[config.mk]
export PLATFORM = sky130hd
export DESIGN_NAME = lms_adaptive_fir
export DESIGN_NICKNAME = d
export VERILOG_FILES = /design/src/rtl/lms_fir_pkg.sv /design/src/rtl/lms_fir_dp.sv /design/src/rtl/lms_fir_ctrl.sv /design/src/rtl/lms_adaptive_fir.sv
export SDC_FILE = /design/constraint.sdc
export NUM_CORES = 2
export LEC_CHECK = 0
export BUFFER_PORTS_ARGS = -buffer_cell sky130_fd_sc_hd__buf_4
export CORE_MARGIN = 5
export CORE_UTILIZATION = 25
export DETAILED_ROUTE_END_ITERATION = 10
export GPL_TIMING_DRIVEN = 0
export HOLD_SLACK_MARGIN = 0.08
export PLACE_DENSITY = 0.4
export SLEW_MARGIN = 30
export SYNTH_ARGS = -nofsm -noshare
export SYNTH_HDL_FRONTEND = slang
export SYNTH_SLANG_ARGS = --single-unit
[constraint.sdc]
create_clock -name clk -period 7.7 [get_ports clk]
set_input_delay 1.54 -clock clk [delete_from_list [all_inputs] [get_ports clk]]
set_output_delay 1.54 -clock clk [all_outputs]
set_load 0.005 [all_outputs]
[src/rtl/lms_fir_pkg.sv]
// Shared types and constants for the LMS adaptive FIR filter.
// Used by the controller, the datapath and the top level; depends on nothing.
`default_nettype none

package lms_fir_pkg;

	localparam int SAMPLE_W = 16;
	localparam int WEIGHT_W = 24;
	localparam int STEP_W   = 16;
	localparam int ESQ_W    = 31;
	localparam int DATA_W   = 32;
	localparam int ADDR_W   = 2;

	localparam logic [ADDR_W-1:0] REG_STEP_SIZE = 2'd0;
	localparam logic [STEP_W-1:0] STEP_RESET    = 16'd9175;

	typedef struct packed {
		logic signed [SAMPLE_W-1:0] sample;
		logic signed [SAMPLE_W-1:0] desired;
		logic                       adapt;
		logic                       clear;
	} samp_t;

	typedef struct packed {
		logic signed [SAMPLE_W-1:0] filter_out;
		logic signed [SAMPLE_W-1:0] error;
		logic        [ESQ_W-1:0]    error_squared;
	} res_t;

	typedef struct packed {
		logic load;
		logic mac_mul;
		logic mac_acc;
		logic round;
		logic err;
		logic prod;
		logic upd_mul;
		logic upd_w;
		logic out_load;
	} cmd_t;

endpackage

`default_nettype wire

[src/rtl/lms_fir_dp.sv]
// Datapath of the LMS adaptive FIR filter: delay line, weights, shared MAC and update unit.
// Depends on lms_fir_pkg; driven by commands from lms_fir_ctrl.
`default_nettype none

module lms_fir_dp #(
	parameter int TAPS = 8
) (
	input  wire                                  clk,
	input  wire                                  arst_n,
	input  wire lms_fir_pkg::cmd_t               cmd,
	input  wire lms_fir_pkg::samp_t              samp,
	input  wire logic [lms_fir_pkg::STEP_W-1:0]  step_size,
	output lms_fir_pkg::res_t                    res
);

	localparam int SW    = lms_fir_pkg::SAMPLE_W;
	localparam int WW    = lms_fir_pkg::WEIGHT_W;
	localparam int PW    = WW + SW;
	localparam int ACC_W = PW + $clog2(TAPS) + 1;
	localparam int MEW   = lms_fir_pkg::STEP_W + 1 + SW;
	localparam int UPW   = MEW + SW;

	localparam logic signed [ACC_W-1:0] ACC_RND = ACC_W'(2 ** 19);
	localparam logic signed [ACC_W-1:0] Y_MAX   = ACC_W'(32767);
	localparam logic signed [ACC_W-1:0] Y_MIN   = ACC_W'(-32768);
	localparam logic signed [UPW-1:0]   UPD_RND = UPW'(2 ** 25);

	logic signed [SW-1:0]    dl_q [TAPS];
	logic signed [WW-1:0]    w_q  [TAPS];
	logic signed [SW-1:0]    d_q;
	logic signed [PW-1:0]    mac_s1;
	logic signed [ACC_W-1:0] acc_q;
	logic signed [SW-1:0]    y_q;
	logic signed [SW-1:0]    e_q;
	logic signed [MEW-1:0]   me_q;
	logic [lms_fir_pkg::ESQ_W-1:0] esq_q;
	logic signed [UPW-1:0]   upd_s1;
	lms_fir_pkg::res_t       res_q;

	logic signed [ACC_W-1:0] acc_rnd;
	logic signed [ACC_W-1:0] y_full;
	logic signed [SW-1:0]    y_sat;
	logic signed [SW:0]      e_diff;
	logic signed [SW-1:0]    e_sat;
	logic signed [2*SW-1:0]  e_sq;
	logic signed [UPW-1:0]   upd_rnd;
	logic signed [UPW-1:0]   delta;
	logic signed [WW:0]      w_sum;
	logic signed [WW-1:0]    w_new;

	always_comb begin
		acc_rnd = acc_q + ACC_RND;
		y_full  = acc_rnd >>> 20;
		if (y_full > Y_MAX) begin
			y_sat = 16'sh7fff;
		end else if (y_full < Y_MIN) begin
			y_sat = 16'sh8000;
		end else begin
			y_sat = y_full[SW-1:0];
		end
	end

	always_comb begin
		e_diff = {d_q[SW-1], d_q} - {y_q[SW-1], y_q};
		if (e_diff[SW] != e_diff[SW-1]) begin
			e_sat = e_diff[SW] ? 16'sh8000 : 16'sh7fff;
		end else begin
			e_sat = e_diff[SW-1:0];
		end
		e_sq = e_q * e_q;
	end

	always_comb begin
		upd_rnd = upd_s1 + UPD_RND;
		delta   = upd_rnd >>> 26;
		w_sum   = {w_q[0][WW-1], w_q[0]} + delta[WW:0];
		if (w_sum[WW] != w_sum[WW-1]) begin
			w_new = w_sum[WW] ? {1'b1, {(WW-1){1'b0}}} : {1'b0, {(WW-1){1'b1}}};
		end else begin
			w_new = w_sum[WW-1:0];
		end
	end

	always_ff @(posedge clk or negedge arst_n) begin
		if (!arst_n) begin
			for (int i = 0; i < TAPS; i++) dl_q[i] <= '0;
		end else if (cmd.load) begin
			dl_q[0] <= samp.sample;
			for (int i = 1; i < TAPS; i++) dl_q[i] <= samp.clear ? '0 : dl_q[i-1];
		end else if (cmd.mac_mul || cmd.upd_mul) begin
			for (int i = 0; i < TAPS - 1; i++) dl_q[i] <= dl_q[i+1];
			dl_q[TAPS-1] <= dl_q[0];
		end
	end

	always_ff @(posedge clk or negedge arst_n) begin
		if (!arst_n) begin
			for (int i = 0; i < TAPS; i++) w_q[i] <= '0;
		end else if (cmd.load) begin
			if (samp.clear) begin
				for (int i = 0; i < TAPS; i++) w_q[i] <= '0;
			end
		end else if (cmd.mac_mul) begin
			for (int i = 0; i < TAPS - 1; i++) w_q[i] <= w_q[i+1];
			w_q[TAPS-1] <= w_q[0];
		end else if (cmd.upd_w) begin
			for (int i = 0; i < TAPS - 1; i++) w_q[i] <= w_q[i+1];
			w_q[TAPS-1] <= w_new;
		end
	end

	always_ff @(posedge clk) begin
		if (cmd.load) begin
			d_q   <= samp.desired;
			acc_q <= '0;
		end else if (cmd.mac_acc) begin
			acc_q <= acc_q + ACC_W'(mac_s1);
		end
		if (cmd.mac_mul) begin
			mac_s1 <= w_q[0] * dl_q[0];
		end
		if (cmd.round) begin
			y_q <= y_sat;
		end
		if (cmd.err) begin
			e_q <= e_sat;
		end
		if (cmd.prod) begin
			esq_q <= e_sq[lms_fir_pkg::ESQ_W-1:0];
			me_q  <= $signed({1'b0, step_size}) * e_q;
		end
		if (cmd.upd_mul) begin
			upd_s1 <= me_q * dl_q[0];
		end
		if (cmd.out_load) begin
			res_q.filter_out    <= y_q;
			res_q.error         <= e_q;
			res_q.error_squared <= esq_q;
		end
	end

	assign res = res_q;

endmodule

`default_nettype wire

[src/rtl/lms_fir_ctrl.sv]
// Controller of the LMS adaptive FIR filter: sequences the MAC and update passes.
// Depends on lms_fir_pkg; issues commands to lms_fir_dp and owns the handshakes.
`default_nettype none

module lms_fir_ctrl #(
	parameter int TAPS = 8
) (
	input  wire                     clk,
	input  wire                     arst_n,
	input  wire                     samp_valid,
	input  wire                     samp_adapt,
	output logic                    samp_stall,
	output logic                    res_valid,
	input  wire                     res_stall,
	output lms_fir_pkg::cmd_t       cmd
);

	localparam int CNT_W = $clog2(TAPS + 1);
	localparam logic [CNT_W-1:0] CNT_LAST = CNT_W'(TAPS);

	localparam logic [2:0] ST_IDLE  = 3'd0;
	localparam logic [2:0] ST_MAC   = 3'd1;
	localparam logic [2:0] ST_ROUND = 3'd2;
	localparam logic [2:0] ST_ERR   = 3'd3;
	localparam logic [2:0] ST_PROD  = 3'd4;
	localparam logic [2:0] ST_UPD   = 3'd5;
	localparam logic [2:0] ST_DONE  = 3'd6;

	logic [2:0]       state_q;
	logic [CNT_W-1:0] cnt_q;
	logic             adapt_q;
	logic             res_valid_q;
	logic             accept;
	logic             out_free;

	assign samp_stall = (state_q != ST_IDLE);
	assign accept     = samp_valid && !samp_stall;
	assign out_free   = !res_valid_q || !res_stall;
	assign res_valid  = res_valid_q;

	always_comb begin
		cmd          = '0;
		cmd.load     = accept;
		cmd.mac_mul  = (state_q == ST_MAC) && (cnt_q != CNT_LAST);
		cmd.mac_acc  = (state_q == ST_MAC) && (cnt_q != '0);
		cmd.round    = (state_q == ST_ROUND);
		cmd.err      = (state_q == ST_ERR);
		cmd.prod     = (state_q == ST_PROD);
		cmd.upd_mul  = (state_q == ST_UPD) && (cnt_q != CNT_LAST);
		cmd.upd_w    = (state_q == ST_UPD) && (cnt_q != '0);
		cmd.out_load = (state_q == ST_DONE) && out_free;
	end

	always_ff @(posedge clk or negedge arst_n) begin
		if (!arst_n) begin
			state_q <= ST_IDLE;
			cnt_q   <= '0;
			adapt_q <= 1'b0;
		end else begin
			unique case (state_q)
				ST_IDLE: begin
					if (accept) begin
						state_q <= ST_MAC;
						cnt_q   <= '0;
						adapt_q <= samp_adapt;
					end
				end
				ST_MAC: begin
					if (cnt_q == CNT_LAST) begin
						state_q <= ST_ROUND;
					end else begin
						cnt_q <= cnt_q + 1'b1;
					end
				end
				ST_ROUND: state_q <= ST_ERR;
				ST_ERR:   state_q <= ST_PROD;
				ST_PROD: begin
					cnt_q   <= '0;
					state_q <= adapt_q ? ST_UPD : ST_DONE;
				end
				ST_UPD: begin
					if (cnt_q == CNT_LAST) begin
						state_q <= ST_DONE;
					end else begin
						cnt_q <= cnt_q + 1'b1;
					end
				end
				ST_DONE: begin
					if (out_free) begin
						state_q <= ST_IDLE;
					end
				end
				default: state_q <= ST_IDLE;
			endcase
		end
	end

	always_ff @(posedge clk or negedge arst_n) begin
		if (!arst_n) begin
			res_valid_q <= 1'b0;
		end else if (cmd.out_load) begin
			res_valid_q <= 1'b1;
		end else if (!res_stall) begin
			res_valid_q <= 1'b0;
		end
	end

	a_accept_starts_mac: assert property (@(posedge clk) disable iff (!arst_n)
		accept |=> (state_q == ST_MAC) && (cnt_q == '0))
		else $error("request accepted but MAC pass did not start");

	a_upd_only_adapt: assert property (@(posedge clk) disable iff (!arst_n)
		(state_q == ST_UPD) |-> adapt_q)
		else $error("weight update pass without adapt");

	a_cnt_bound: assert property (@(posedge clk) disable iff (!arst_n)
		cnt_q <= CNT_LAST)
		else $error("tap counter beyond last tap");

	a_no_overwrite: assert property (@(posedge clk) disable iff (!arst_n)
		(res_valid_q && res_stall) |=> !$past(cmd.out_load))
		else $error("result overwritten while stalled");

	a_busy_stalls: assert property (@(posedge clk) disable iff (!arst_n)
		cmd.out_load |=> (state_q == ST_IDLE) && res_valid_q)
		else $error("result load did not return to idle");

endmodule

`default_nettype wire

[src/rtl/lms_adaptive_fir.sv]
// A request is taken only in idle: no new request is taken until the result of the one
// before has been loaded for output, and the update pass runs only with adapt high.
// One multiplier makes a pass over the taps for the output and a second multiplier a
// pass for the weight update; a stalled result holds the next request back. Reset clears
// the weights and the delay line, sets the step size to 9175, and takes effect at once.
// Top level: APB register, lms_fir_ctrl and lms_fir_dp; depends on lms_fir_pkg.
`default_nettype none

module lms_adaptive_fir #(
	parameter int TAPS = 8
) (
	input  wire                                   clk,
	input  wire                                   arst_n,
	input  wire                                   psel,
	input  wire                                   penable,
	input  wire                                   pwrite,
	input  wire logic [lms_fir_pkg::ADDR_W-1:0]   paddr,
	input  wire logic [lms_fir_pkg::DATA_W-1:0]   pwdata,
	output logic [lms_fir_pkg::DATA_W-1:0]        prdata,
	output logic                                  pready,
	input  wire                                   samp_valid,
	output logic                                  samp_stall,
	input  wire lms_fir_pkg::samp_t               samp,
	output logic                                  res_valid,
	input  wire                                   res_stall,
	output lms_fir_pkg::res_t                     res
);

	logic [lms_fir_pkg::STEP_W-1:0] step_q;
	lms_fir_pkg::cmd_t              cmd;

	assign pready = 1'b1;

	always_ff @(posedge clk or negedge arst_n) begin
		if (!arst_n) begin
			step_q <= lms_fir_pkg::STEP_RESET;
		end else if (psel && penable && pwrite && pready
				&& paddr == lms_fir_pkg::REG_STEP_SIZE) begin
			step_q <= pwdata[lms_fir_pkg::STEP_W-1:0];
		end
	end

	always_comb begin
		unique case (paddr)
			lms_fir_pkg::REG_STEP_SIZE: prdata = lms_fir_pkg::DATA_W'(step_q);
			default:                    prdata = '0;
		endcase
	end

	lms_fir_ctrl #(
		.TAPS (TAPS)
	) u_ctrl (
		.clk        (clk),
		.arst_n     (arst_n),
		.samp_valid (samp_valid),
		.samp_adapt (samp.adapt),
		.samp_stall (samp_stall),
		.res_valid  (res_valid),
		.res_stall  (res_stall),
		.cmd        (cmd)
	);

	lms_fir_dp #(
		.TAPS (TAPS)
	) u_dp (
		.clk       (clk),
		.arst_n    (arst_n),
		.cmd       (cmd),
		.samp      (samp),
		.step_size (step_q),
		.res       (res)
	);

endmodule

`default_nettype wire
### After elaboration in Yosys (flattened, before gate mapping)

Cells that the tools add are included.

| operators by class | value |
|---|---|
| add/sub/neg operators | 6 |
| multiply operators | 4 |
| $lt $le $gt $ge | 2 |
| eq/ne operators | 17 |
| mux-type cells | 30 |
| reductions and logical operators | 26 |

Operators by type and width:

| operator | number |
|---|---|
| $mux 192 | 4 |
| $mux 128 | 2 |
| $mux 16 | 11 |
| $add 49x27->49 const B | 1 |
| $mul 33x16->49 | 1 |
| $mux 24 | 2 |
| $add 44x21->44 const B | 1 |
| $add 44x40->44 | 1 |
| $mul 24x16->40 | 1 |
| $mul 17x16->33 | 1 |
| $mul 16x16->31 | 1 |
| $add 24x23->25 | 1 |
| $gt 24x16->1 const B | 1 |
| $lt 24x16->1 const B | 1 |
| $pmux 3 s7 | 1 |
| $sub 16x16->17 | 1 |
| $mux 3 | 4 |
| $pmux 4 s3 | 1 |
| $eq 3x3->1 const B | 3 |
| $logic_and 1x1->1 | 9 |
| $reduce_bool 3->1 | 3 |
| $mux 4 | 2 |
| $ne 2x2->1 const B | 4 |
| $eq 3x2->1 const B | 2 |
| other kinds (18) | 26 |

| storage, ports and cells | value |
|---|---|
| flip-flop bits (word level) | 653 |
| input bits | 75 |
| output and inout port bits | 98 |
| logic and storage cells | 117 |

### Logic depth before layout (Yosys ltp)

| logic depth | value |
|---|---|
| depth after elaboration | 7 |
| depth in mapped cells | 27 |
| gate-level depth less buffers | 25 |

### Modules after synthesis

A second synthesis with hierarchy kept.

| second synthesis, totals | value |
|---|---|
| cell total of the unflattened synthesis | 7897 |
| area, all modules | 76440.8 µm² |

By module, submodules not included:

| module | instances | cells an instance | area an instance (µm²) | sequential area each (µm²) |
|---|---|---|---|---|
| lms_fir_dp | 1 | 7759 | 74945.6 | 16005.4 |
| lms_adaptive_fir | 1 | 72 | 922.1 | 411.6 |
| lms_fir_ctrl | 1 | 66 | 573.0 | 225.2 |

### Least setup slack after synthesis

OpenSTA, ideal clock, no wires.

| timing path | value |
|---|---|
| path kind | reg2reg |
| from | reg u_dp.dl_q[114] in the netlist's numbering |
| to | reg u_dp.mac_s1[38], data pin |
| library setup time | 266 ps |
| arrival time | 6132 ps |
| data required time | 7434 ps |
| slack | 1303 ps |
| stages on the path, launching flop included | 24 |
| buffers on the path | 4 |
| period minus slack after synthesis | 6397 ps |
| cells stage by stage | dfrtp_1 clkbuf_1 clkbuf_1 clkbuf_1 nand2_1 fa_1 fa_1 fa_1 inv_1 fa_1 fa_1 inv_1 fa_1 inv_1 ha_1 clkbuf_1 and4_1 nand3_1 or3_1 o31ai_2 o2111a_1 nor3_1 nor3_1 xor2_1 |

| on the way | value |
|---|---|
| word-level cells in the longest chain between the ends | 1 |

Ends and longest elaborated chain:

| element | line | RTL |
|---|---|---|
| start, declared | lms_fir_dp.sv:28 | `logic signed [SW-1:0] dl_q [TAPS];` |
| start signal, assigned by index | lms_fir_dp.sv:92 | `dl_q[TAPS-1] <= dl_q[0];` |
| $mul 24x16->40 | lms_fir_dp.sv:120 | `mac_s1 <= w_q[0] * dl_q[0];` |
| end signal, assigned | lms_fir_dp.sv:120 |  |
| end, declared | lms_fir_dp.sv:31 | `logic signed [PW-1:0] mac_s1;` |

Every way passes these cells.
A chain may end at the register's enable or synchronous reset.

### Worst setup path after layout

| timing path | value |
|---|---|
| from | reg u_dp.e_q[11] |
| to | reg u_dp.esq_q[29] in the netlist's numbering, data pin |

| on the way | value |
|---|---|
| word-level cells in the longest chain between the ends | 1 |

Ends and longest elaborated chain:

| element | line | RTL |
|---|---|---|
| start, declared | lms_fir_dp.sv:34 | `logic signed [SW-1:0] e_q;` |
| start signal, assigned | lms_fir_dp.sv:126 | `e_q <= e_sat;` |
| $mul 16x16->31 | lms_fir_dp.sv:70 | `e_sq = e_q * e_q;` |
| named net u_dp.e_sq[29] | lms_fir_dp.sv:45 | `logic signed [2*SW-1:0] e_sq;` |
| end signal, assigned | lms_fir_dp.sv:129 | `esq_q <= e_sq[lms_fir_pkg::ESQ_W-1:0];` |
| end, declared | lms_fir_dp.sv:36 | `logic [lms_fir_pkg::ESQ_W-1:0] esq_q;` |

The timed path passes the listed nets, and every way through them passes these cells.

==> metrics.yaml <==
outcome:
  status: "complete, no violations"
routing:
  initialDrtViolationCount: 3233
  vias: 54990
  met2WireLength_um: 120800
  ant_nets: 0
  top_layer: "met5"
  drt-total-wl_um: 257000
  dr.pass1.iters: 6
  drc: 0
  post_drt_wl_per_cell_um: 20.93
  wl_met3_um: 13870
  wl_met1_um: 115100
  avgViaCountPerCell: 4.480
sta:
  rsz0062_at_grt: "yes"
  setup_viol: 0
  worst_pin_slew_ps: 1061
  max-slew-margin-rel_pct: 29.26
  fmax_ghz: 0.1328
  finClkSkew_ps: 59.66
  maxSlewViolCount: 0
  period_share_pct: 97.78
  setup_ws_ps: 170.8
  finalHoldViolations: 0
  fin_crit_ps: 7529
clock_network:
  cts_tree: "yes"
  cts.clk_slew.worst_paths_ps: 60
  clock_latency_ps: 720
  cts_buffer_depth: 3
  cts_made_buffers: 81
  root_buffer: "clkbuf_16"
  htree_levels: 3
  cts_hold_buffers: 0
  cts.sinks: 626
cells_and_area:
  fin_nets: 9983
  drive_gt1_share_pct: 7.126
  n_fill_cell: 32480
  area_growth_pct: 13.19
  final_util_pct: 28.43
  finalInstanceArea_sq_um: 87010
setup_path:
  critical_path_buf_inv_count: 6
  slowest_delay_ps: 790
  cp_common_cell: "fa_1"
  path_max_fanout: 10
  worst-setup-path-type: "register to register"
  worst_path_max_delay_cell: "edfxtp_1"
  crit_chain: "clkbuf_1, nand2_1, fa_1, inv_1, fa_1, inv_1, fa_1, inv_1, fa_1, inv_1, fa_1, inv_1, fa_1, ha_1, o21a_1, o21a_1, o21ai_0, nand2b_1, a31oi_2, o211ai_1, a31o_2, a21oi_1, xnor2_1"
  cp.arrival_ps: 7990
  critPathTopFamily: "adder cells"
  crit_required_ps: 8170
  startpoint_type: "register"
  worst_setup_path_end_kind: "register"
floorplan:
  die_h_um: 564.5
  die-area_sq_um: 318700
  io-pin-count: 173
  start_util_pct: 25.12
  num_rows: 203
  die_x_um: 564.5
  core_area_sq_um: 306100
synth:
  syn_avg_cell_area_sq_um: 9.810
  synth_ff_type: "dfrtp_1"
  synth.area.top_cells: "fa_1 (34%), dfrtp_1 (11%), edfxtp_1 (9.3%), ha_1 (8.3%), inv_1 (7.8%)"
  netlist_instances: 7836
  synth_top_area_share_pct: 33.93
  synth_top_cell_by_area: "fa_1"
  ys_types: 100
  seq_area_frac_synth_pct: 21.65
  synth-warning-count: 0
  ys_async_sr_fraction_pct: 55.11
  syn_area_sq_um: 76870
  synth_edf_count: 237
  ys_ff_latch: 626
grt:
  grt_overflow_total: 0
  grt_max_degree: 83
  grt_pass1_wl_um: 389700
  antenna_found_initial: 33
  grt_usage_pct: 16.28
  grt_pass1_vias: 59760
place:
  pre_cts_slack_ps: -1780
  port_buffers: 138
  gp_congestion: 0.8683
  hpwl_um: 210100
  placed_area_sq_um: 83550
job:
  maxCapViolations: 0
min_path:
  hold_class: "register to register"
state kept, by name, summed over array words and instances (netlist names):
signal and count:
step_q 16, u_dp.mac_s1 40, u_dp.res 62, u_dp.me_q 33, u_ctrl.res_valid 1, u_dp.y_q 16
u_dp.dl_q 128, u_dp.w_q 192, u_dp.acc_q 44, u_ctrl.adapt_q 1, u_ctrl.state_q 3, u_dp.esq_q 30
u_dp.upd_s1 24, u_dp.e_q 16, u_ctrl.cnt_q 4, u_dp.d_q 16
Yosys cell counts, types with 10 or more instances:
cell,n
a211oi_1,12
a21o_1,96
a21oi_1,196
a22o_1,174
a22oi_1,23
a31oi_1,20
and2_1,518
and3_1,38
buf_1,20
buf_4,18
clkbuf_1,364
dfrtp_1,336
dfxtp_1,44
edfxtp_1,237
fa_1,1303
ha_1,507
inv_1,1588
mux2_2,18
mux2i_1,131
nand2_1,921
nand2b_1,49
nand3_1,58
nand3b_1,113
nand4_1,24
nor2_1,211
nor2b_1,21
nor3_1,37
o211ai_1,11
o21a_1,27
o21ai_0,250
o21ai_1,10
o21bai_1,26
or3_1,16
xnor2_1,171
xor2_1,80
metal layers:
metal	global-route usage (%)	vias up
met4	4.323	14
li1	-	24900
met5	0	-
met2	26.84	1207
met3	2.513	299
met1	22.29	28570
path summary, 6_finish.rpt:
kind | from | to | slack, ps | cells past startpoint
max | u_dp.e_q[11] | u_dp.esq_q[29] | 170 | 23
min | u_dp.esq_q[26] | u_dp.res[26] | 420 | 0
max reg2reg | u_dp.e_q[11] | u_dp.esq_q[29] | 170 | 23
min reg2reg | u_dp.esq_q[26] | u_dp.res[26] | 420 | 0
max in group asynchronous | arst_n | u_dp.w_q[144] | 5590 | 4
min in group asynchronous | arst_n | u_dp.dl_q[1] | 840 | 2
stage by stage:
step                      cells  hold WS (ps)  setup TNS [ps]
final                     12280         419.1               0
after global routing      12270         427.3          -27.87
after CTS                 12260         419.7          -10.48
after detailed placement  12110         405.7          -35160
after global placement    12090         405.5         -137180
after floorplan            7852         400.3               0
repair_timing:
| action | CTS | global route |
|---|---|---|
| hold endpoints to repair | 0 | 0 |
| pin swaps | 0 | 2 |
| setup endpoints to repair | 43 | 35 |
| buffers inserted | 10 | 8 |
| gates resized for setup | 93 | 122 |
final cells by class:
cell class / count / area [sq um] / share of cell area [%]
Antenna cell: 9 / 22.52 / 0.02588
Buffer: 397 / 1832 / 2.105
Clock buffer: 104 / 2263 / 2.601
Clock inverter: 48 / 625.6 / 0.7190
Inverter: 1588 / 5961 / 6.850
Multi-Input combinational cell: 5226 / 52880 / 60.78
Sequential cell: 626 / 16650 / 19.14
Tap cell: 4100 / 5130 / 5.896
Timing Repair Buffer: 178 / 1643 / 1.888
worst reg2reg max path, delay by kind of cell, from the launching register on:
family,cells,cell delay (ps)
fa+ha+maj,7,3390
compound gates,7,1660
buf+inv,6,960
flops,1,790
simple gates,2,440
xor+xnor,1,90
cells by family after synthesis:
logic type	after synthesis	share of synthesized area (%)
and+or+nand+nor	2045	13.07
buffers and inverters	2000	9.870
adders and majority gates	1812	42.21
AOI/OAI and AO/OA	951	8.363
DFF	626	21.65
xor gates and xnor gates	251	2.860
muxes	149	1.969
other	2	0.009769
layout by cell type (no fill, tap or decap), types with 96 or more instances in the layout:
cell type | Yosys | routed
dfrtp_1 | 336 | 327
nor2_1 | 211 | 209
clkbuf_1 | 364 | 232
edfxtp_1 | 237 | 237
nand2_1 | 921 | 921
nand3b_1 | 113 | 113
xnor2_1 | 171 | 168
clkbuf_2 | 4 | 108
fa_1 | 1303 | 1303
ha_1 | 507 | 507
a21o_1 | 96 | 96
buf_4 | 18 | 178
and2_1 | 518 | 518
a21oi_1 | 196 | 192
o21ai_0 | 250 | 248
a22o_1 | 174 | 174
inv_1 | 1588 | 1588
mux2i_1 | 131 | 131
Power is not shown: default switching activity piles up to over one toggle a cycle in this logic, so the estimate is an artifact.
